**src/hdl/rhc_pkg.sv**
```systemverilog
// shared types, operation codes and constant helpers for the rgb / hsl converter
package rhc_pkg;

	localparam int FRAC_BITS_DEF = 16;

	localparam logic [1:0] OP_TO_HSL   = 2'd0;
	localparam logic [1:0] OP_TO_RGB   = 2'd1;
	localparam logic [1:0] OP_BRIGHTEN = 2'd2;
	localparam logic [1:0] OP_DARKEN   = 2'd3;

	localparam logic [6:0] PCT_MAX = 7'd100;
	localparam logic [8:0] HUE_MAX = 9'd359;

	// lightness: floor(10*sum/51) by reciprocal
	localparam int LIT_K = 20;
	localparam int LIT_M = ((1 << LIT_K) + 50) / 51;

	// byte from percent: floor(51*p/20) by reciprocal
	localparam int BYTE_K = 16;
	localparam int BYTE_M = ((1 << BYTE_K) + 19) / 20;

	typedef struct packed {
		logic [1:0]  req_type;
		logic [23:0] color_in;
		logic [8:0]  hue_in;
		logic [6:0]  sat_in;
		logic [6:0]  light_in;
		logic [6:0]  amount;
	} req_t;

	typedef struct packed {
		logic [23:0] color_out;
		logic [8:0]  hue_out;
		logic [6:0]  sat_out;
		logic [6:0]  light_out;
	} rsp_t;

	typedef struct packed {
		logic [8:0] hue;
		logic [6:0] sat;
		logic [6:0] light;
	} hsl_t;

	typedef struct packed {
		logic [1:0] op;
		logic [6:0] amt;
		hsl_t       hsl;
	} side_t;

	typedef struct packed {
		logic [1:0] op;
		hsl_t       hsl;
	} pass_t;

	function automatic logic [7:0] pct_to_byte(input logic [6:0] p);
		logic [12:0] x;
		logic [24:0] prod;
		x = 13'(p) * 13'd51;
		prod = 25'(x) * 25'(BYTE_M);
		return prod[BYTE_K+7:BYTE_K];
	endfunction

endpackage

```
**src/hdl/rhc_to_hsl.sv**
```systemverilog
// rgb to hsl pipeline: extremes, two restoring dividers over three stages, lightness
module rhc_to_hsl (
	input  logic          clk,
	input  logic          arst_n,
	input  logic          en,
	input  logic          in_valid,
	input  rhc_pkg::req_t req,
	output logic          out_valid,
	output rhc_pkg::hsl_t hsl,
	output rhc_pkg::side_t side
);
	import rhc_pkg::*;

	function automatic logic [21:0] div_step(input logic [14:0] rem, input logic [6:0] q,
			input logic [7:0] den, input logic [2:0] sh);
		logic [15:0] trial;
		logic [14:0] rem_n;
		logic [6:0]  q_n;
		trial = {1'b0, rem} - (16'(den) << sh);
		rem_n = rem;
		q_n = q;
		if (!trial[15]) begin
			rem_n = trial[14:0];
			q_n[sh] = 1'b1;
		end
		return {rem_n, q_n};
	endfunction

	logic [7:0] r, g, b, mx, mn, d, sden, hden, mag;
	logic [8:0] sum, base, n;
	logic       grey, neg;
	side_t      side_in;

	logic        v_s1, v_s2, v_s3, v_s4;
	logic [14:0] srem_s1, hrem_s1, srem_s2, hrem_s2, srem_s3, hrem_s3;
	logic [6:0]  sq_s2, hq_s2, sq_s3, hq_s3;
	logic [7:0]  sden_s1, hden_s1, sden_s2, hden_s2, sden_s3, hden_s3;
	logic [8:0]  base_s1, base_s2, base_s3;
	logic        neg_s1, neg_s2, neg_s3, grey_s1, grey_s2, grey_s3;
	logic [12:0] lx_s1;
	logic [27:0] lprod_s2;
	logic [6:0]  light_s3;
	side_t       side_s1, side_s2, side_s3, side_s4;
	hsl_t        hsl_s4;

	logic [21:0] sa, sb, sc, ha, hb, hc, sd, se, hd, he, sf, sg, hf, hg;
	logic [8:0]  hue_fin;

	always_comb begin
		r = req.color_in[7:0];
		g = req.color_in[15:8];
		b = req.color_in[23:16];
		mx = r;
		mn = r;
		if (g > mx) mx = g;
		if (b > mx) mx = b;
		if (g < mn) mn = g;
		if (b < mn) mn = b;
		sum = 9'(mx) + 9'(mn);
		d = mx - mn;
		grey = (d == 8'd0);
		if (grey) begin
			sden = 8'd1;
		end else if (sum < 9'd255) begin
			sden = sum[7:0];
		end else begin
			sden = 8'(9'd510 - sum);
		end
		if (b >= r && b >= g) begin
			base = 9'd240;
			n = {1'b0, r} - {1'b0, g};
		end else if (g >= r && g >= b) begin
			base = 9'd120;
			n = {1'b0, b} - {1'b0, r};
		end else if (g >= b) begin
			base = 9'd0;
			n = {1'b0, g} - {1'b0, b};
		end else begin
			base = 9'd360;
			n = {1'b0, g} - {1'b0, b};
		end
		neg = n[8];
		mag = neg ? 8'(9'd0 - n) : n[7:0];
		hden = grey ? 8'd1 : d;
		side_in.op = req.req_type;
		side_in.amt = (req.amount > PCT_MAX) ? PCT_MAX : req.amount;
		side_in.hsl.hue = (req.hue_in > HUE_MAX) ? HUE_MAX : req.hue_in;
		side_in.hsl.sat = (req.sat_in > PCT_MAX) ? PCT_MAX : req.sat_in;
		side_in.hsl.light = (req.light_in > PCT_MAX) ? PCT_MAX : req.light_in;
	end

	// quotient bits 6..4
	always_comb begin
		sa = div_step(srem_s1, 7'd0, sden_s1, 3'd6);
		sb = div_step(sa[21:7], sa[6:0], sden_s1, 3'd5);
		sc = div_step(sb[21:7], sb[6:0], sden_s1, 3'd4);
		ha = div_step(hrem_s1, 7'd0, hden_s1, 3'd6);
		hb = div_step(ha[21:7], ha[6:0], hden_s1, 3'd5);
		hc = div_step(hb[21:7], hb[6:0], hden_s1, 3'd4);
	end

	// quotient bits 3..2
	always_comb begin
		sd = div_step(srem_s2, sq_s2, sden_s2, 3'd3);
		se = div_step(sd[21:7], sd[6:0], sden_s2, 3'd2);
		hd = div_step(hrem_s2, hq_s2, hden_s2, 3'd3);
		he = div_step(hd[21:7], hd[6:0], hden_s2, 3'd2);
	end

	// quotient bits 1..0 and hue assembly
	always_comb begin
		sf = div_step(srem_s3, sq_s3, sden_s3, 3'd1);
		sg = div_step(sf[21:7], sf[6:0], sden_s3, 3'd0);
		hf = div_step(hrem_s3, hq_s3, hden_s3, 3'd1);
		hg = div_step(hf[21:7], hf[6:0], hden_s3, 3'd0);
		if (grey_s3) begin
			hue_fin = 9'd0;
		end else if (neg_s3) begin
			hue_fin = base_s3 - 9'(hg[6:0]) - 9'(hg[21:7] != 15'd0);
		end else begin
			hue_fin = base_s3 + 9'(hg[6:0]);
		end
	end

	always_ff @(posedge clk or negedge arst_n) begin
		if (!arst_n) begin
			v_s1 <= 1'b0;
			v_s2 <= 1'b0;
			v_s3 <= 1'b0;
			v_s4 <= 1'b0;
		end else if (en) begin
			v_s1 <= in_valid;
			v_s2 <= v_s1;
			v_s3 <= v_s2;
			v_s4 <= v_s3;
		end
	end

	always_ff @(posedge clk) begin
		if (en) begin
			srem_s1 <= 15'(d) * 15'd100;
			hrem_s1 <= 15'(mag) * 15'd60;
			sden_s1 <= sden;
			hden_s1 <= hden;
			base_s1 <= base;
			neg_s1 <= neg;
			grey_s1 <= grey;
			lx_s1 <= 13'(sum) * 13'd10;
			side_s1 <= side_in;

			srem_s2 <= sc[21:7];
			sq_s2 <= sc[6:0];
			hrem_s2 <= hc[21:7];
			hq_s2 <= hc[6:0];
			sden_s2 <= sden_s1;
			hden_s2 <= hden_s1;
			base_s2 <= base_s1;
			neg_s2 <= neg_s1;
			grey_s2 <= grey_s1;
			lprod_s2 <= 28'(lx_s1) * 28'(LIT_M);
			side_s2 <= side_s1;

			srem_s3 <= se[21:7];
			sq_s3 <= se[6:0];
			hrem_s3 <= he[21:7];
			hq_s3 <= he[6:0];
			sden_s3 <= sden_s2;
			hden_s3 <= hden_s2;
			base_s3 <= base_s2;
			neg_s3 <= neg_s2;
			grey_s3 <= grey_s2;
			light_s3 <= lprod_s2[LIT_K+6:LIT_K];
			side_s3 <= side_s2;

			hsl_s4.hue <= hue_fin;
			hsl_s4.sat <= grey_s3 ? 7'd0 : sg[6:0];
			hsl_s4.light <= light_s3;
			side_s4 <= side_s3;
		end
	end

	assign out_valid = v_s4;
	assign hsl = hsl_s4;
	assign side = side_s4;

endmodule

```
**config.mk**
```make
export PLATFORM = sky130hd
export DESIGN_NAME = rhc_to_hsl
export DESIGN_NICKNAME = d
export VERILOG_FILES = /design/src/hdl/rhc_pkg.sv /design/src/hdl/rhc_to_hsl.sv
export SDC_FILE = /design/constraint.sdc
export NUM_CORES = 1
export LEC_CHECK = 0
export ABC_CLOCK_PERIOD_IN_PS = 8760
export BUFFER_PORTS_ARGS = -buffer_cell sky130_fd_sc_hd__clkbuf_2
export CAP_MARGIN = 25
export CORE_ASPECT_RATIO = 1.2
export CORE_MARGIN = 1.5
export CORE_UTILIZATION = 40
export CTS_CLUSTER_DIAMETER = 80
export DETAILED_ROUTE_END_ITERATION = 12
export GPL_ROUTABILITY_DRIVEN = 0
export HOLD_SLACK_MARGIN = 0.08
export PLACE_DENSITY = 0.56
export SYNTH_ARGS = -nofsm -noshare
export SYNTH_HDL_FRONTEND = slang
export SYNTH_SLANG_ARGS = --single-unit
```
**constraint.sdc**
```tcl
create_clock -name clk -period 8.76 [get_ports clk]
set_input_delay 0.438 -clock clk [delete_from_list [all_inputs] [get_ports clk]]
set_output_delay 0.438 -clock clk [all_outputs]
set_load 0.005 [all_outputs]
```
Word level (Yosys, flattened, before mapping). Index checks and enable logic that the tools add are counted.

Register bits after elaboration: 382. Latch bits: 0. Memory bits (writable): 0. Bits in read-only memories: 0. Output and inout bits: 56. Word-level logic and storage cells: 140. Memories: 0.

$add $sub $neg: 24. Multipliers: 4. Div/mod/pow operators: 0. Order comparisons: 13. Equality and inequality tests: 0. Shift-type cells: 0. Mux-type cells: 34. Bitwise logic cells: 0. Reductions and logical operators: 5.

Operator list (number): $mux 15 (13); $mux 8 (7); $mux 9 (4); $ge 8x8->1 (4); $sub 15x10->16 (2); $sub 15x11->16 (2); $sub 15x12->16 (2); $sub 15x13->16 (2); $sub 15x8->16 (2); $sub 15x9->16 (2); $sub 8x8->9 (3); $mul 12x15->26 const B (1); $gt 7x7->1 const B (3); $gt 8x8->1 (2); $lt 8x8->1 (2); $sub 15x14->16 (1); $reduce_bool 15->1 (1); $sub 14x14->15 (1); $mul 8x5->13 const B (1); $mul 8x4->12 const B (1); $mul 9x3->12 const B (1); $mux 1 (10); $add 8x8->9 (1); $add 9x7->9 (1); other kinds (10) (11).

Logic depth before layout (Yosys ltp).
Depth after elaboration: 7. Depth in mapped cells: 39. Mapped depth without buffers: 39.

Least setup slack after synthesis. No wires, ideal clock.

Kind: input to register. Start point: input port req[40] (netlist bit). End point: register srem_s1[14] (data pin). Library setup time: 258 ps. Data arrival time: 6816 ps. Required time: 8502 ps. Path slack: 1686 ps. Stages on the path: 36. Path buffers: 2. Cells stage by stage: inv_1 -> ha_1 -> o21ai_0 -> a21oi_1 -> o41ai_2 -> o22a_1 -> clkbuf_1 -> nand2_1 -> o21ai_0 -> inv_1 -> ha_1 -> a21o_1 -> a21o_1 -> a221o_1 -> a31oi_2 -> buf_4 -> mux2i_1 -> ha_1 -> o21bai_1 -> a21oi_1 -> xnor2_1 -> inv_1 -> ha_1 -> ha_1 -> inv_1 -> fa_1 -> inv_1 -> ha_1 -> inv_1 -> o21bai_1 -> a21oi_1 -> nor2_1 -> o21ai_0 -> nand2b_1 -> a21oi_1 -> xnor2_1.

Cells in the longest elaborated chain, start to end: 6. Elaborated cells on any way between the ends: 10.

Ends and longest elaborated chain: from (decl) (RTL line rhc_to_hsl.sv:7) `input rhc_pkg::req_t req,`; $gt 8x8->1 or $lt 8x8->1 (tied branches) (RTL line rhc_to_hsl.sv:55, rhc_to_hsl.sv:57); $mux 8, on equally long branches (RTL line rhc_to_hsl.sv:55, rhc_to_hsl.sv:57); $gt 8x8->1 or $lt 8x8->1 (tied branches) (RTL line rhc_to_hsl.sv:56, rhc_to_hsl.sv:58); $mux 8, on equally long branches (RTL line rhc_to_hsl.sv:56, rhc_to_hsl.sv:58); $sub 8x8->8 * (RTL line rhc_to_hsl.sv:60) `d = mx - mn;`; named net d[4] (RTL line rhc_to_hsl.sv:29) `logic [7:0] r, g, b, mx, mn, d, sden, hden, mag;`; $mul 8x5->13 * (RTL line rhc_to_hsl.sv:141) `srem_s1 <= 15'(d) * 15'd100;`; to (signal assigned) (RTL line rhc_to_hsl.sv:141); to (decl) (RTL line rhc_to_hsl.sv:35) `logic [14:0] srem_s1, hrem_s1, srem_s2, hrem_s2, srem_s3, hrem_s3;`.

The timed path passes the listed nets; every way through them passes the cells marked *. A chain may end at the register's enable or synchronous reset.

Worst setup path in the final report. Same ends and word-level chain as after synthesis.

==> out/qor.txt <==
vias in the first global route: 16388
Mapped Cells: 2218
Post-Syn Nets: 2635
run status: complete, no violations
Worst slew margin: 0.417
slowest CP cell: o22a_1
Setup Fix Bufs, Post-CTS: 0
Pre-Repair DR Iteration Count: 5
Die Y: 271 µm
layout cell share with drive strength beyond 1: 0.117
Vias/cell: 5.12
H-tree depth reported by CTS: 2
DR WL/cell: 14.8 µm
Final ANT Viol Nets: 0
worst-path fanout max: 15
clk_lat worst skew: 0.53 ns
CP arrival: 7.79 ns
Critical Path Start Type: input port
post-CTS resize count: 0
Initial Utilization: 0.404
asr flop ratio synth: 0.0118
DR iter-0 viols: 690
grt total ovfl: 0
dpl hpwl: 37500 µm
final setup fails: 0
worst hold-check path type: in -> reg
hold_buf cts: 4
Total Routing Usage GR: 0.153
most frequent cells after synthesis: edfxtp_1, ha_1, inv_1, nor2_1, a21oi_1
initial antenna violation count: 0
root buffer cell: clkbuf_16
reg-to-reg setup timing slack: 1.41 ns
setup TNS: 0 ns
final period utilization: 0.857
#FFs+latches synth: 339
RSZ-0062 raised after global routing: no
die area: 61400 µm²
wirelength, routed: 47000 µm
Fin Hold WS: 0.126 ns
RR Startpoint: hrem_s1[6]$_DFFE_PP_
Worst path max stage delay: 0.51 ns
# Max-Cap Violations: 0
nets@finish: 2774
ys flop type: edfxtp_1
Yosys warning count: 0
first-pass GRT wire length: 77700 µm
EDFF count, synth: 335
skew final: 0.0175 ns
Rows: 98
Worst-Margin Slew: 0.869 ns
Netlist cell types: 94
vias: 16278
TritonCTS Buffers: 37
clock-pin slew on the worst setup and hold paths: 0.06 ns
CTS Buffer Depth: 3
Worst setup EP type: flop
CTS tree: built
RR Endpoint: hrem_s2[6]$_DFFE_PP_
Port Buf Inserts: 115
critical path required time: 9.04 ns
Syn Std Cell Area: 24000 µm²
Area growth, synth to finish: 11.9%
crit path launch: req[40]
I/O pin cnt: 116
largest net degree at the start of global routing: 93
hold depth: 1
DRC Markers: 0
Synth area leaders: edfxtp_1, ha_1, fa_1
Fmax: 0.133 GHz
Die Wd: 226 µm
core area: 59300 µm²
reg2reg path depth: 29
final hold vios: 0
CP Class: in -> reg
max-slew violations: 0
CP Capture Point: srem_s1[14]$_DFFE_PP_
Inserted Diodes: 0
Mean Syn Cell Area: 10.8 µm²
largest area contributor in the netlist: edfxtp_1
top-count cell post-synth: edfxtp_1
area share of the leading cell type in the synthesized netlist: 0.420
sequential area share after synthesis: 0.424
minimum clock period: 7.51 ns
CTS Sinks: 339
[area by class of cell]
cell class / count / area, µm²
tap: 800 / 1000
clock inverter: 18 / 262
inverter: 256 / 961
timing repair buffer: 130 / 761
clock buffer: 45 / 956
multi-input combinational: 1593 / 12700
fill: 5532 / 32500
sequential: 339 / 10200
[sequential cells by signal (all words and copies together) (netlist names), 8 cells and up]
register  cells
srem_s1      12
srem_s3      13
sden_s3       8
hrem_s1      12
sden_s1       8
hrem_s3      13
sden_s2       8
side_s3      32
side         32
side_s2      32
side_s1      32
lx_s1        12
srem_s2      13
hrem_s2      13
hsl          23
[routing by layer]
metal	global-route usage	vias up	routed length, µm
li1	-	8238	-
met1	0.184	7687	20300
met2	0.274	257	23300
met3	0.0204	96	1550
met4	0.0639	0	1820
met5	0	-	0
[kinds of logic (layout without fill, tap and decap cells)]
kind of cell             after synthesis  count (layout)  synth area share
multiplexers                          84              84            0.0377
flip-flops                           339             339             0.424
buffers and inverters                286             449            0.0456
AO/OA/AOI/OAI                        499             499             0.135
XOR/XNOR                             131             131            0.0479
adder cells (fa/ha/maj)              357             357             0.201
AND/OR/NAND/NOR                      522             522             0.108
[worst min-delay path by stage]
stage	to	slack (ns)	startpoint
finish	side_s1[5]$_SDFFCE_PN1P_	0.13	req[12]
global route	side_s1[29]$_SDFFCE_PN1P_	0.10	req[6]
CTS	side_s1[5]$_SDFFCE_PN1P_	0.09	req[12]
detailed placement	v_s3$_DFFE_PN0P_	0.25	arst_n
global placement	out_valid$_DFFE_PN0P_	0.24	arst_n
floorplan	out_valid$_DFFE_PN0P_	0.14	arst_n
[through the flow]
step	area [µm²]	std cells	util	setup WS, ns
6_report	26800	3181	0.452	1.25
5_1_grt	26800	3181	0.452	0.644
4_1_cts	26700	3178	0.450	1.32
3_5_place_dp	25500	3111	0.429	0.770
3_3_place_gp	25500	3111	0.429	0.999
2_1_floorplan	24000	2218	-	1.69
[worst max-delay path: cells and delay by family]
| family | cells | cell delay (ns) |
|---|---|---|
| fa+ha+maj | 8 | 2.70 |
| simple gates | 3 | 0.25 |
| buf+inv | 7 | 0.57 |
| xor+xnor | 2 | 0.33 |
| compound gates | 15 | 3.30 |
| mux | 1 | 0.21 |
[cell usage in the layout (no fill, tap or decap), drive strengths merged, types with 15 or more instances in the layout]
master and instances:
fa 48, clkbuf 159, a31oi 15, mux2i 40, a21oi 161, nor2b 51
and2 17, edfxtp 335, nor3 35, a21o 31, xor2 37, nand2b 30
ha 309, mux2 44, inv 261, xnor2 94, o21a 30, nor2 193
o21ai 127, o21bai 29, nand3 20, nand2 96
Power is not shown: default switching activity piles up to over one toggle a cycle in this logic, so the estimate is an artifact.
